[src/gts_pkg.sv]
package gts_pkg;

    // Token kind codes.
    localparam logic [5:0] KIND_NUMBER  = 6'd0;
    localparam logic [5:0] KIND_COMMENT = 6'd1;
    localparam logic [5:0] KIND_EQUAL   = 6'd2;
    localparam logic [5:0] KIND_PERCENT = 6'd3;
    localparam logic [5:0] KIND_COLON   = 6'd4;
    localparam logic [5:0] KIND_SLASH   = 6'd5;
    localparam logic [5:0] KIND_EOB     = 6'd6;
    localparam logic [5:0] KIND_UNKNOWN = 6'd7;
    localparam logic [5:0] KIND_EOF     = 6'd8;
    localparam logic [5:0] KIND_LETTER0 = 6'd9;

    // Characters with a meaning of their own.
    localparam logic [7:0] CH_PLUS   = 8'h2B;
    localparam logic [7:0] CH_MINUS  = 8'h2D;
    localparam logic [7:0] CH_DOT    = 8'h2E;
    localparam logic [7:0] CH_LPAREN = 8'h28;
    localparam logic [7:0] CH_RPAREN = 8'h29;
    localparam logic [7:0] CH_EQUAL  = 8'h3D;
    localparam logic [7:0] CH_PCT    = 8'h25;
    localparam logic [7:0] CH_COLON  = 8'h3A;
    localparam logic [7:0] CH_SLASH  = 8'h2F;
    localparam logic [7:0] CH_SPACE  = 8'h20;
    localparam logic [7:0] CH_TAB    = 8'h09;
    localparam logic [7:0] CH_LF     = 8'h0A;
    localparam logic [7:0] CH_CR     = 8'h0D;
    localparam logic [7:0] CH_DEL    = 8'h7F;
    localparam logic [7:0] CH_ZERO   = 8'h30;
    localparam logic [7:0] CH_NINE   = 8'h39;

    // One request: a character or the end-of-text mark.
    typedef struct packed {
        logic [7:0] char_code;
        logic       end_of_text;
    } t_request;

    // One token result.
    typedef struct packed {
        logic [5:0]  token_kind;
        logic [15:0] token_start;
        logic [15:0] token_length;
        logic        lex_error;
        logic        last_of_run;
    } t_result;

    // What a character does when no token is open.
    typedef enum logic [1:0] {
        CL_NUMBER,
        CL_COMMENT,
        CL_SKIP,
        CL_TOKEN
    } t_char_class;

    typedef struct packed {
        t_char_class cls;
        logic [5:0]  kind;
    } t_char_info;

    function automatic logic is_digit(input logic [7:0] c);
        return (c >= CH_ZERO) && (c <= CH_NINE);
    endfunction

    // Letter codes follow the order N O G X Y Z U V W P Q R A B C I J K E F S D T M.
    function automatic logic [5:0] letter_kind(input logic [7:0] c);
        logic [5:0] k;
        unique case (c)
            8'h4E: k = KIND_LETTER0 + 6'd0;
            8'h4F: k = KIND_LETTER0 + 6'd1;
            8'h47: k = KIND_LETTER0 + 6'd2;
            8'h58: k = KIND_LETTER0 + 6'd3;
            8'h59: k = KIND_LETTER0 + 6'd4;
            8'h5A: k = KIND_LETTER0 + 6'd5;
            8'h55: k = KIND_LETTER0 + 6'd6;
            8'h56: k = KIND_LETTER0 + 6'd7;
            8'h57: k = KIND_LETTER0 + 6'd8;
            8'h50: k = KIND_LETTER0 + 6'd9;
            8'h51: k = KIND_LETTER0 + 6'd10;
            8'h52: k = KIND_LETTER0 + 6'd11;
            8'h41: k = KIND_LETTER0 + 6'd12;
            8'h42: k = KIND_LETTER0 + 6'd13;
            8'h43: k = KIND_LETTER0 + 6'd14;
            8'h49: k = KIND_LETTER0 + 6'd15;
            8'h4A: k = KIND_LETTER0 + 6'd16;
            8'h4B: k = KIND_LETTER0 + 6'd17;
            8'h45: k = KIND_LETTER0 + 6'd18;
            8'h46: k = KIND_LETTER0 + 6'd19;
            8'h53: k = KIND_LETTER0 + 6'd20;
            8'h44: k = KIND_LETTER0 + 6'd21;
            8'h54: k = KIND_LETTER0 + 6'd22;
            8'h4D: k = KIND_LETTER0 + 6'd23;
            default: k = KIND_UNKNOWN;
        endcase
        return k;
    endfunction

    // Classifies a character seen while no token is open.
    function automatic t_char_info classify(input logic [7:0] c);
        t_char_info info;
        info.cls  = CL_TOKEN;
        info.kind = KIND_UNKNOWN;
        if (c == CH_PLUS || c == CH_MINUS || c == CH_DOT || is_digit(c)) begin
            info.cls = CL_NUMBER;
        end else if (c == CH_LPAREN) begin
            info.cls = CL_COMMENT;
        end else if (c == CH_EQUAL) begin
            info.kind = KIND_EQUAL;
        end else if (c == CH_PCT) begin
            info.kind = KIND_PERCENT;
        end else if (c == CH_COLON) begin
            info.kind = KIND_COLON;
        end else if (c == CH_SLASH) begin
            info.kind = KIND_SLASH;
        end else if (c == CH_LF) begin
            info.kind = KIND_EOB;
        end else if (c == CH_TAB || c == CH_CR || c == CH_DEL || c == CH_SPACE) begin
            info.cls = CL_SKIP;
        end else begin
            // Lowercase and unlisted letters fall out as unknown here.
            info.kind = letter_kind(c);
        end
        return info;
    endfunction

endpackage

[src/gcode_token_scanner_unit.sv]
// A request is captured in the input register on acceptance and scanned from
// there; its tokens go into the result queue, whose head is offered on the output.
// Throughput: one request per cycle while the result queue has room for two more
// tokens; a request that yields two tokens is absorbed by a four-entry result queue.
// Reset (synchronous, active low) empties the pipeline and queue and clears the
// scan mode, character position, token start and leading-dot flag.
module gcode_token_scanner_unit #(
    parameter int POSITION_BITS = 16
) (
    input  logic              i_clk,
    input  logic              i_rst_n,
    input  logic              i_in_valid,
    output logic              o_in_ready,
    input  gts_pkg::t_request i_in_data,
    output logic              o_out_valid,
    input  logic              i_out_ready,
    output gts_pkg::t_result  o_out_data
);

    localparam int QUEUE_DEPTH = 4;

    typedef enum logic [2:0] {
        MODE_IDLE,
        MODE_INT,
        MODE_FRAC,
        MODE_COMMENT,
        MODE_ERROR
    } t_mode;

    typedef logic [POSITION_BITS-1:0] t_pos;

    // Registers.
    logic              r_in_valid;
    gts_pkg::t_request r_in;
    t_mode             r_mode, n_mode;
    t_pos              r_pos, n_pos;
    t_pos              r_start, n_start;
    logic              r_dot, n_dot;
    gts_pkg::t_result  r_q [QUEUE_DEPTH];
    logic [1:0]        r_head, r_tail;
    logic [2:0]        r_count;

    // Handshake and queue control.
    logic       in_accept;
    logic       pop;
    logic       move;
    logic [2:0] count_after_pop;

    // Results of the scan of the registered request.
    gts_pkg::t_result res [2];
    logic [1:0]       res_n;
    logic             idle_go;
    t_pos             idle_pos;
    t_pos             pos_inc;
    t_pos             comment_len;
    gts_pkg::t_char_info info;

    assign pop             = o_out_valid && i_out_ready;
    assign count_after_pop = r_count - {2'b00, pop};
    assign move            = r_in_valid && (count_after_pop <= 3'd2);
    assign o_in_ready      = !r_in_valid || move;
    assign in_accept       = i_in_valid && o_in_ready;
    assign o_out_valid     = (r_count != 3'd0);
    assign o_out_data      = r_q[r_head];

    assign pos_inc     = r_pos + t_pos'(1);
    assign comment_len = pos_inc - r_start;

    // Scan one request against the current state.
    always_comb begin
        n_mode   = r_mode;
        n_pos    = r_pos;
        n_start  = r_start;
        n_dot    = r_dot;
        res[0]   = '0;
        res[1]   = '0;
        res_n    = 2'd0;
        idle_go  = 1'b0;
        idle_pos = r_pos;
        info     = gts_pkg::classify(r_in.char_code);

        if (r_in.end_of_text) begin
            // Flush any open token, then report end of file and clear.
            if (r_mode == MODE_INT || r_mode == MODE_FRAC || r_mode == MODE_COMMENT) begin
                res[0].token_kind   = (r_mode == MODE_COMMENT) ? gts_pkg::KIND_COMMENT
                                                               : gts_pkg::KIND_NUMBER;
                res[0].token_start  = 16'(r_start);
                res[0].token_length = 16'(r_pos - r_start);
                res_n               = 2'd1;
            end
            res[res_n[0]].token_kind  = gts_pkg::KIND_EOF;
            res[res_n[0]].token_start = 16'(r_pos);
            res_n                     = res_n + 2'd1;
            n_mode  = MODE_IDLE;
            n_pos   = '0;
            n_start = '0;
            n_dot   = 1'b0;
        end else if (r_mode == MODE_ERROR) begin
            // Characters are dropped until the end mark.
            n_mode = MODE_ERROR;
        end else if (&r_pos) begin
            // Position range exhausted: refuse the character.
            res[0].token_kind   = gts_pkg::KIND_UNKNOWN;
            res[0].token_start  = 16'(r_pos);
            res[0].token_length = 16'd1;
            res[0].lex_error    = 1'b1;
            res_n               = 2'd1;
            n_mode              = MODE_ERROR;
        end else begin
            unique case (r_mode)
                MODE_COMMENT: begin
                    if (r_in.char_code == gts_pkg::CH_COLON ||
                        r_in.char_code == gts_pkg::CH_PCT) begin
                        res[0].token_kind   = gts_pkg::KIND_UNKNOWN;
                        res[0].token_start  = 16'(r_pos);
                        res[0].token_length = 16'd1;
                        res[0].lex_error    = 1'b1;
                        res_n               = 2'd1;
                        n_mode              = MODE_ERROR;
                    end else begin
                        n_pos = pos_inc;
                        if (r_in.char_code == gts_pkg::CH_RPAREN) begin
                            res[0].token_kind   = gts_pkg::KIND_COMMENT;
                            res[0].token_start  = 16'(r_start);
                            res[0].token_length = 16'(comment_len);
                            res_n               = 2'd1;
                            n_mode              = MODE_IDLE;
                        end
                    end
                end
                MODE_INT, MODE_FRAC: begin
                    if (gts_pkg::is_digit(r_in.char_code)) begin
                        n_pos = pos_inc;
                    end else if (r_mode == MODE_INT && !r_dot &&
                                 r_in.char_code == gts_pkg::CH_DOT) begin
                        n_pos  = pos_inc;
                        n_mode = MODE_FRAC;
                    end else begin
                        // The number ends here; the character is scanned afresh.
                        res[0].token_kind   = gts_pkg::KIND_NUMBER;
                        res[0].token_start  = 16'(r_start);
                        res[0].token_length = 16'(r_pos - r_start);
                        res_n               = 2'd1;
                        idle_go             = 1'b1;
                    end
                end
                default: begin
                    idle_go = 1'b1;
                end
            endcase

            // A character met with no token open.
            if (idle_go) begin
                n_pos  = pos_inc;
                n_mode = MODE_IDLE;
                unique case (info.cls)
                    gts_pkg::CL_NUMBER: begin
                        n_start = idle_pos;
                        n_dot   = (r_in.char_code == gts_pkg::CH_DOT);
                        n_mode  = MODE_INT;
                    end
                    gts_pkg::CL_COMMENT: begin
                        n_start = idle_pos;
                        n_mode  = MODE_COMMENT;
                    end
                    gts_pkg::CL_SKIP: begin
                        n_mode = MODE_IDLE;
                    end
                    gts_pkg::CL_TOKEN: begin
                        res[res_n[0]].token_kind   = info.kind;
                        res[res_n[0]].token_start  = 16'(idle_pos);
                        res[res_n[0]].token_length = 16'd1;
                        res_n                      = res_n + 2'd1;
                    end
                    default: begin
                        n_mode = MODE_IDLE;
                    end
                endcase
            end
        end

        // Mark the final token of this request.
        if (res_n != 2'd0) begin
            res[res_n[0] ^ 1'b1].last_of_run = 1'b1;
        end
    end

    // Input register, scanner state and result queue.
    always_ff @(posedge i_clk) begin
        if (!i_rst_n) begin
            r_in_valid <= 1'b0;
            r_mode     <= MODE_IDLE;
            r_pos      <= '0;
            r_start    <= '0;
            r_dot      <= 1'b0;
            r_head     <= '0;
            r_tail     <= '0;
            r_count    <= '0;
        end else begin
            if (in_accept) begin
                r_in_valid <= 1'b1;
            end else if (move) begin
                r_in_valid <= 1'b0;
            end
            if (move) begin
                r_mode  <= n_mode;
                r_pos   <= n_pos;
                r_start <= n_start;
                r_dot   <= n_dot;
                r_tail  <= r_tail + res_n;
                r_count <= count_after_pop + (move ? {1'b0, res_n} : 3'd0);
            end else begin
                r_count <= count_after_pop;
            end
            if (pop) begin
                r_head <= r_head + 2'd1;
            end
        end
    end

    // Payload registers need no reset.
    always_ff @(posedge i_clk) begin
        if (in_accept) begin
            r_in <= i_in_data;
        end
        if (move && res_n != 2'd0) begin
            r_q[r_tail] <= res[0];
        end
        if (move && res_n == 2'd2) begin
            r_q[r_tail + 2'd1] <= res[1];
        end
    end

endmodule

[config.mk]
export PLATFORM = sky130hd
export DESIGN_NAME = gcode_token_scanner_unit
export DESIGN_NICKNAME = d
export VERILOG_FILES = /design/src/gts_pkg.sv /design/src/gcode_token_scanner_unit.sv
export SDC_FILE = /design/constraint.sdc
export NUM_CORES = 1
export LEC_CHECK = 0
export BUFFER_PORTS_ARGS = -buffer_cell sky130_fd_sc_hd__buf_4
export CORE_ASPECT_RATIO = 1.25
export CORE_MARGIN = 3
export CORE_UTILIZATION = 40
export CTS_CLUSTER_DIAMETER = 30
export DETAILED_ROUTE_END_ITERATION = 10
export HOLD_SLACK_MARGIN = 0.15
export PLACE_DENSITY = 0.61
export SYNTH_ARGS = -nofsm -noshare
export SYNTH_HDL_FRONTEND = slang
export SYNTH_SLANG_ARGS = --single-unit
[constraint.sdc]
create_clock -name i_clk -period 17.8 [get_ports i_clk]
set_input_delay 1.78 -clock i_clk [delete_from_list [all_inputs] [get_ports i_clk]]
set_output_delay 1.78 -clock i_clk [all_outputs]
set_load 0.1 [all_outputs]
# After elaboration in Yosys (flattened, before gate mapping)
# Memories as Yosys holds them, arrays and structs flattened. A register that Yosys moved wholly into a read port is not among the register bits.
# Index checks and enable logic that the tools add are counted.
# totals
ff_bits	53
mem_bits_rw	160
in_bits	13
out_inout_bits	42
word_cells	242
n_memories	1
# classes
n_addsub	10
magnitude_cmp	9
eq_ne	52
mux	117
n_bitwise	4
n_reduce_logical	39
# mem_list
name	depth	width	rd	rd_ports_with_merged_regs	wr	line	source
r_q	4	40	1	1	2	gcode_token_scanner_unit.sv:39	gts_pkg::t_result r_q [QUEUE_DEPTH];
# op_table
op	n
$bwmux W80	6
$mux W80	5
$demux W40 S1	6
$eq A8 B7 Y1 const B	25
$mux W16	12
$mux W38	4
$pmux W6 S24	1
$eq A8 B6 Y1 const B	10
$mux W40	2
$pmux W38 S2	1
$mux W34	2
$mux W33	2
$mux W32	2
$mux W6	8
$mux W41	1
$mux W39	1
$mux W35	1
$mux W1	34
$pmux W16 S2	1
$sub A16 B16 Y16	2
$mux W2	14
$mux W3	9
$eq A8 B4 Y1 const B	3
$mux W18	1
other kinds (37)	78

# Longest topological paths before layout
# Gate-level depths: netlist (run 1).
# logic_depth
depth_word	26
mapped_depth	15
mapped_depth_nobuf	15

# Worst setup path before layout (run 1)
# No wires, ideal clock.
# synth_path
path_type	input-to-reg
from	in i_out_ready
to	mem r_q[1][0] (netlist bit), enable pin
arrival_time_ns	7.458
required_ns	17.249
slack_ns	9.791
cell_stages	9
path_cell_list	and2_1 ha_1 ha_1 xnor2_1 o21ai_0 or2_2 clkbuf_1 clkbuf_1 nor4b_1
# synth_rtl
item	line	source
start: declaration	gcode_token_scanner_unit.sv:16	input logic i_out_ready,
end: declaration	gcode_token_scanner_unit.sv:39	

# Worst setup path in the final report (run 1)
# layout_path
from	in i_out_ready
to	out o_in_ready
# layout_between
elab_chain_len	5
# layout_rtl
item	line	source
$logic_and A1 B1 Y1	gcode_token_scanner_unit.sv:58	assign pop = o_out_valid && i_out_ready;
via pop	gcode_token_scanner_unit.sv:45	logic pop;
$sub A3 B1 Y3	gcode_token_scanner_unit.sv:59	assign count_after_pop = r_count - {2'b00, pop};
$le A3 B2 Y1	gcode_token_scanner_unit.sv:60	assign move = r_in_valid && (count_after_pop <= 3'd2);
$logic_and A1 B1 Y1	gcode_token_scanner_unit.sv:60	
$logic_or A1 B1 Y1	gcode_token_scanner_unit.sv:61	assign o_in_ready = !r_in_valid || move;
end: declaration	gcode_token_scanner_unit.sv:13	output logic o_in_ready,
# The timed path passes the listed nets, and every way through them passes these cells.

==> results.ini, run 1 <==
[place]
routabilityCongestion=0.892
placed_cells=1555
place_ws_ns=12.57
hpwl_um=23200
io_buffers=54

[synthesis]
yosys_warnings=0
synth_top_area_share=0.404
synthCells=1166
synth_seq_cells=215
synth_compound_area_frac=0.175
syn_avg_cell_area_um2=10.8
ys_types=84
yosys-top-cells-count=edfxtp_1 (169), nor2_1 (134), a21oi_1 (71)
syn-cell-area_um2=12600
synth-simple-area-share=0.159
synth_top_cell_by_area=edfxtp_1
synth_area_leaders=edfxtp_1 (40%), dfxtp_1 (7.3%), mux4_2 (7.2%)
synthMuxAreaShare=0.0823
synth_xor_area_frac=0.0279
synth_top_family_by_area=compound AO/OA/AOI/OAI gates
synthAdderAreaFrac=0.0406
syn-num-nets=1218
ys_seq_area_frac=0.477
synth-main-ff-cell=edfxtp_1
yosysMostFrequentCell=edfxtp_1
synth_edf_count=169
synthArstFlopShare=0

[die]
die_h_um=204
io_pins=55
fp.dieW_um=165
rows=71
fp.coreArea_um2=30600
dieArea_um2=33600
start_util=0.411

[cells_and_area]
drive_above_1_share=0.170
final_cells=1628
antennaDiodeCount=0
nets=1249
areaGrowthSynthToFinish_pct=16.8

[timing]
max_freq_mhz=198
tightest_slew_ns=1.19
final.setup.worst_slack_ns=12.74
maxSlewHeadroom=0.202
min_period_ns=5.06
fin_crit_sh=0.284
tns_ns=0
rsz0062_at_grt=no
finClkSkew_ns=0.0328
final-setup-viol-count=0
slew_viol_final=0
hold_violations=0

[grt]
use_met3=0.0312
grt_usage=0.208
grt.overflow.total=0
grt_pass1_wl_um=54400
use_met2=0.331
grt_max_degree=44
use_met1=0.278
top_usage_layer=met2
antenna_found_initial=0
first_global_vias=9659

[clock_network]
clkLatencyLatePin_ns=0.54
htree_levels=2
cts_setup_buffers=0
clkTransAtPathRegs_ns=0.04
cts_tree=done
clock_path_buffers=3
numCtsBuffers=41
cts_num_sinks=215
hold_buffers=0
cts_resized=0
root_buffer=clkbuf_16

[detailed_routing]
via_count=9908
drtIter0Drc=691
ant_nets=0
via_per_inst=6.09
drc=0
drt_pass1_iterations=5
wl_um=34900
wl_per_cell_um=21.4

[setup_path]
crit_path_cell_trace=buf_4 > and2_1 > ha_1 > ha_1 > o21ai_0 > nand2_1 > buf_4
cp_slowest_cell=o21ai_0
end_kind=output port
crit_path_start_kind=input port
cpPeakStageDelay_ns=0.36
required_ns=16.02
crit_fanout=4
arrival_ns=3.28
critPathKind=input port to output port

[flow_run]
drv_cap=0

[pwr]
ir_worst_vdd_mv=0.118
p_leak_uw=0.00528
p_per_area_nw_per_um2=147

[status]
status=finished clean

[min_path]
worst_hold_path_type=flip-flop to flip-flop

## cells by family after synthesis
family | count (synthesis)
AO/OA/AOI/OAI | 314
multiplexers | 52
buffers and inverters | 122
XOR/XNOR | 40
flip-flops | 215
adder cells (fa/ha/maj) | 39
AND/OR/NAND/NOR | 384
## metal layers
metal	routed length (um)	share of wire
met1	14900	0.43
met2	16400	0.47
met3	2160	0.062
met4	1520	0.043
met5	0	0
## critical path: cells and delay by family
kind | cells | cell delay [ns]
adder cells (fa/ha/maj) | 2 | 0.49
AO/OA/AOI/OAI | 1 | 0.36
buffers and inverters | 2 | 0.35
AND/OR/NAND/NOR | 2 | 0.29
## path summary, 6_finish.rpt
path,cells past startpoint,slack (ns),endpoint,start
worst max register to register,11,12.95,r_q[2][14],r_in[5]
worst min-delay path,2,0.50,r_in_valid,r_in_valid
worst min register to register,2,0.50,r_in_valid,r_in_valid
worst max-delay path,7,12.74,o_in_ready,i_out_ready
## registers in the layout (all words and copies together), names as in the netlist, named ones only
register	count
r_mode	3
r_start	16
r_dot	1
r_in_valid	1
r_count	3
r_q	160
r_head	2
r_tail	2
r_in	9
idle_pos	16
## placed cells by master, fill, tap and decap left out, types with 13 or more instances in the layout
cell type	netlist	layout
xor2_1	19	19
a22oi_1	17	17
nor3_1	14	14
nand3_1	55	55
xnor2_1	21	21
edfxtp_1	169	169
ha_1	36	36
dfxtp_1	46	44
nor2_1	134	134
a22o_1	18	18
nand4_1	15	15
o21ai_0	57	56
clkbuf_16	0	45
a21oi_1	71	69
nand2_1	68	68
buf_4	0	71
a32o_1	28	28
mux4_2	40	40
o2bb2ai_1	13	13
o31ai_1	13	13
inv_1	37	37
## power by group
group | switching (uW) | leakage (uW) | internal (uW) | total, uW
clock | 259 | 0.000673 | 502 | 762
sequential | 28.6 | 0.00197 | 596 | 625
combinational | 575 | 0.00264 | 195 | 769
total | 863 | 0.00528 | 1290 | 2160
## area by class of cell
type	instances	area [um^2]
inverter	39	146
clock inverter	17	185
tap	401	502
fill	2829	15900
sequential	215	6000
timing repair buffer	71	533
clock buffer	56	1200
multi-input combinational	829	6110
## per-stage QoR
step	power, uW	cell area (um^2)	utilization	hold WS, ns
after floorplan	1250	12600	-	0.472
after global placement	1410	13300	0.435	0.492
after detailed placement	1410	13300	0.435	0.495
after CTS	2180	14700	0.480	0.507
after global routing	2230	14700	0.480	0.534
final	2160	14700	0.480	0.503
No activity file was read; power rests on OpenSTA's default activity.
==> run 2, diff against run 1 <==
- ABC_AREA: unset -> 1
- PLACE_DENSITY: 0.61 -> 0.63
- clock period: 17.8 -> 4.1 ns (I/O delays scaled with it)
==> results.ini, run 2 <==
[synthesis]
ys_types=53  ; -37%
synth_edf_count=169  ; unchanged
syn_avg_cell_area_um2=7.58  ; -30%
synth_top_area_share=0.367  ; -0.0369
synthCells=1824  ; +56%
syn-cell-area_um2=13800  ; +10%
syn-num-nets=1876  ; +54%
synth_top_cell_by_area=edfxtp_1
synth_area_leaders=edfxtp_1 (37%), nand2_1 (15%), nor2_1 (6.9%)
synthArstFlopShare=0  ; unchanged
yosys-top-cells-count=nand2_1 (558), nor2_1 (254), edfxtp_1 (169)
yosysMostFrequentCell=nand2_1
ys_seq_area_frac=0.434  ; -0.0436
synth_seq_cells=215  ; unchanged
yosys_warnings=0  ; unchanged
synth-main-ff-cell=edfxtp_1

[detailed_routing]
via_count=12900  ; +30%
drt_pass1_iterations=6  ; +1
drtIter0Drc=1189  ; +72%
wl_um=45700  ; +31%
drc=0  ; unchanged
via_per_inst=5.43  ; -11%
ant_nets=0  ; unchanged
wl_per_cell_um=19.3  ; -10%

[die]
fp.coreArea_um2=33900  ; +11%
dieArea_um2=36900  ; +9.7%
io_pins=55  ; unchanged
fp.dieW_um=172  ; +4.7%
start_util=0.408  ; -0.00292
die_h_um=214  ; +4.8%
rows=75  ; +5.6%

[clock_network]
clkLatencyLatePin_ns=0.55  ; about the same
root_buffer=clkbuf_16
htree_levels=2  ; unchanged
clock_path_buffers=3  ; unchanged
cts_tree=done
clkTransAtPathRegs_ns=0.05  ; about the same
numCtsBuffers=41  ; unchanged
cts_num_sinks=215  ; unchanged
cts_resized=0  ; unchanged

[cells_and_area]
multiInputGateArea_um2=6910  ; +13%
utilization=0.476  ; -0.00458
antennaDiodeCount=0  ; unchanged
top_register=r_q
drive_above_1_share=0.121  ; -0.0492
register_area_um2=6000  ; about the same
layout_common_cells=nand2_1 (554), nor2_1 (254), edfxtp_1 (169)
final_cell_area_um2=16100  ; +9.8%
fill_cells=3302  ; +17%
nets=1926  ; +54%
final_common_cell=nand2_1
largest_reg_flops=160  ; unchanged
areaGrowthSynthToFinish_pct=16.5

[timing]
final-setup-viol-count=0  ; unchanged
finClkSkew_ns=0.0136  ; -0.0191 ns
rsz0062_at_grt=no
final.setup.worst_slack_ns=0.542  ; -12.20 ns
min_period_ns=3.56
max_freq_mhz=281
tightest_slew_ns=0.827  ; -0.364 ns
tns_ns=0  ; unchanged
hold_slack_ns=0.189  ; -0.313 ns
maxSlewHeadroom=0.449  ; +0.247
hold_violations=0  ; unchanged
fin_crit_sh=0.868
slew_viol_final=0  ; unchanged

[pwr]
power.net_switching_uw=5360  ; +520%
power_switching_share=0.475  ; +0.0752
combPwrFrac=0.459  ; +0.102
clockPowerShare=0.291  ; -0.062
p_per_area_nw_per_um2=700  ; +380%
p_int_uw=5920  ; +360%
ir_worst_vdd_mv=0.402  ; +240%
seqPwrFrac=0.250  ; -0.040
p_leak_uw=0.00708  ; +34%

[place]
routabilityCongestion=0.940  ; +5.4%
io_buffers=54  ; unchanged
place_ws_ns=0.593  ; -11.98 ns
placed_cell_area_um2=14600  ; +10%
hpwl_um=31400  ; +36%

[setup_path]
cp_slowest_cell=edfxtp_1
worstReg2RegEnd=r_q[0][29]
critPathKind=flip-flop to flip-flop
arrival_ns=3.97  ; +0.69 ns
rrSetupSlack_ns=0.54  ; -12.41 ns
crit_fanout=26  ; +22
r2r-start=r_in[2]
end_kind=flip-flop
cpPeakStageDelay_ns=0.50  ; +0.14 ns
rr_worst_depth=18  ; +7
crit_path_start_kind=flip-flop
required_ns=4.51  ; -11.51 ns
crit_start=r_in[2]
crit_path_cell_trace=nor2_2 > nand2_1 > nor2_2 > inv_2 > nor2_8 > nor2_2 > nand2_2 > ha_1 > nand3_1 > nand3_2 > nand2_2 > nand2_4 > inv_4 > nand2_8 > nor2_8 > buf_4 > nand2_1 > nand2_1

[grt]
grt.overflow.total=0  ; unchanged
grt_max_degree=81  ; +84%
grt_pass1_wl_um=71000  ; +31%
use_met1=0.323  ; +0.0446
use_met2=0.411  ; +0.0796
grt_usage=0.249  ; +0.0408
first_global_vias=12600  ; +31%
antenna_found_initial=0  ; unchanged
use_met3=0.0424  ; +0.0112
top_usage_layer=met2

[status]
status=finished clean

[min_path]
worst_hold_path_type=input port to flip-flop
min_to=r_tail[1]
worstHoldStart=i_rst_n
hold_path_depth=3  ; +1

[flow_run]
drv_cap=0  ; unchanged

-- run 2: cell count changes after synthesis, sizes merged, moves of 40 or more --
cell and delta:
inv +82, o21ai +81, a21oi +59, nor2 +141, mux4 -40, nand2 +500
-- run 2: cells by family (layout without fill, tap and decap cells) --
kind of cell	count (synthesis)	after routing	synth area share
compound gates	376	376	0.155
xor+xnor	26	26	0.0165
fa+ha+maj	39	39	0.0369
buf+inv	213	296	0.0679
flops	215	215	0.434
simple gates	955	955	0.290
-- run 2: routing by layer --
metal,share of wire,vias to the layer above
li1,-,6225
met1,0.42,6053
met2,0.47,491
met3,0.069,102
met4,0.039,0
met5,0,-
-- run 2: worst max path at each step --
stage	end	slack (ns)	depth (start not counted)
2_1_floorplan	r_q[1][0]	0.18	17
3_3_place_gp	r_q[3][8]	0.57	15
3_5_place_dp	r_q[2][3]	0.59	15
4_1_cts	r_q[2][13]	0.58	16
5_1_grt	r_q[2][13]	0.26	16
6_report	r_q[0][29]	0.54	18
-- run 2: power groups by stage --
| stage | Sequential [uW] | Clock, uW | Combinational (uW) |
|---|---|---|---|
| after floorplan | 2800 | 0 | 3950 |
| after global placement | 2850 | 0 | 5140 |
| after detailed placement | 2860 | 0 | 5150 |
| after CTS | 2810 | 3330 | 5170 |
| after global routing | 2840 | 3450 | 5570 |
| final | 2820 | 3280 | 5180 |
-- run 2: area by class of cell --
cell class,count,area share
Multi-Input combinational cell,1396,0.429
Timing Repair Buffer,96,0.0494
Clock buffer,48,0.0672
Tap cell,462,0.0359
Inverter,124,0.0290
Sequential cell,215,0.372
Clock inverter,28,0.0177
-- run 2: worst max-delay path, delay by kind of cell, from the launching register on --
| kind | cells | cell delay [ns] |
|---|---|---|
| AND/OR/NAND/NOR | 14 | 2.07 |
| adder cells (fa/ha/maj) | 1 | 0.23 |
| buffers and inverters | 3 | 0.60 |
| flip-flops | 1 | 0.50 |
-- run 2: repair_timing --
action	in CTS	in global routing
hold endpoints to repair	10	0
buffers inserted	0	0
hold buffers	10	0
-- run 2: metrics by stage --
step	instances	total power, uW
after floorplan	1824	6750
after global placement	2283	7990
after detailed placement	2283	8000
after CTS	2369	11300
after global routing	2369	11900
final	2369	11300
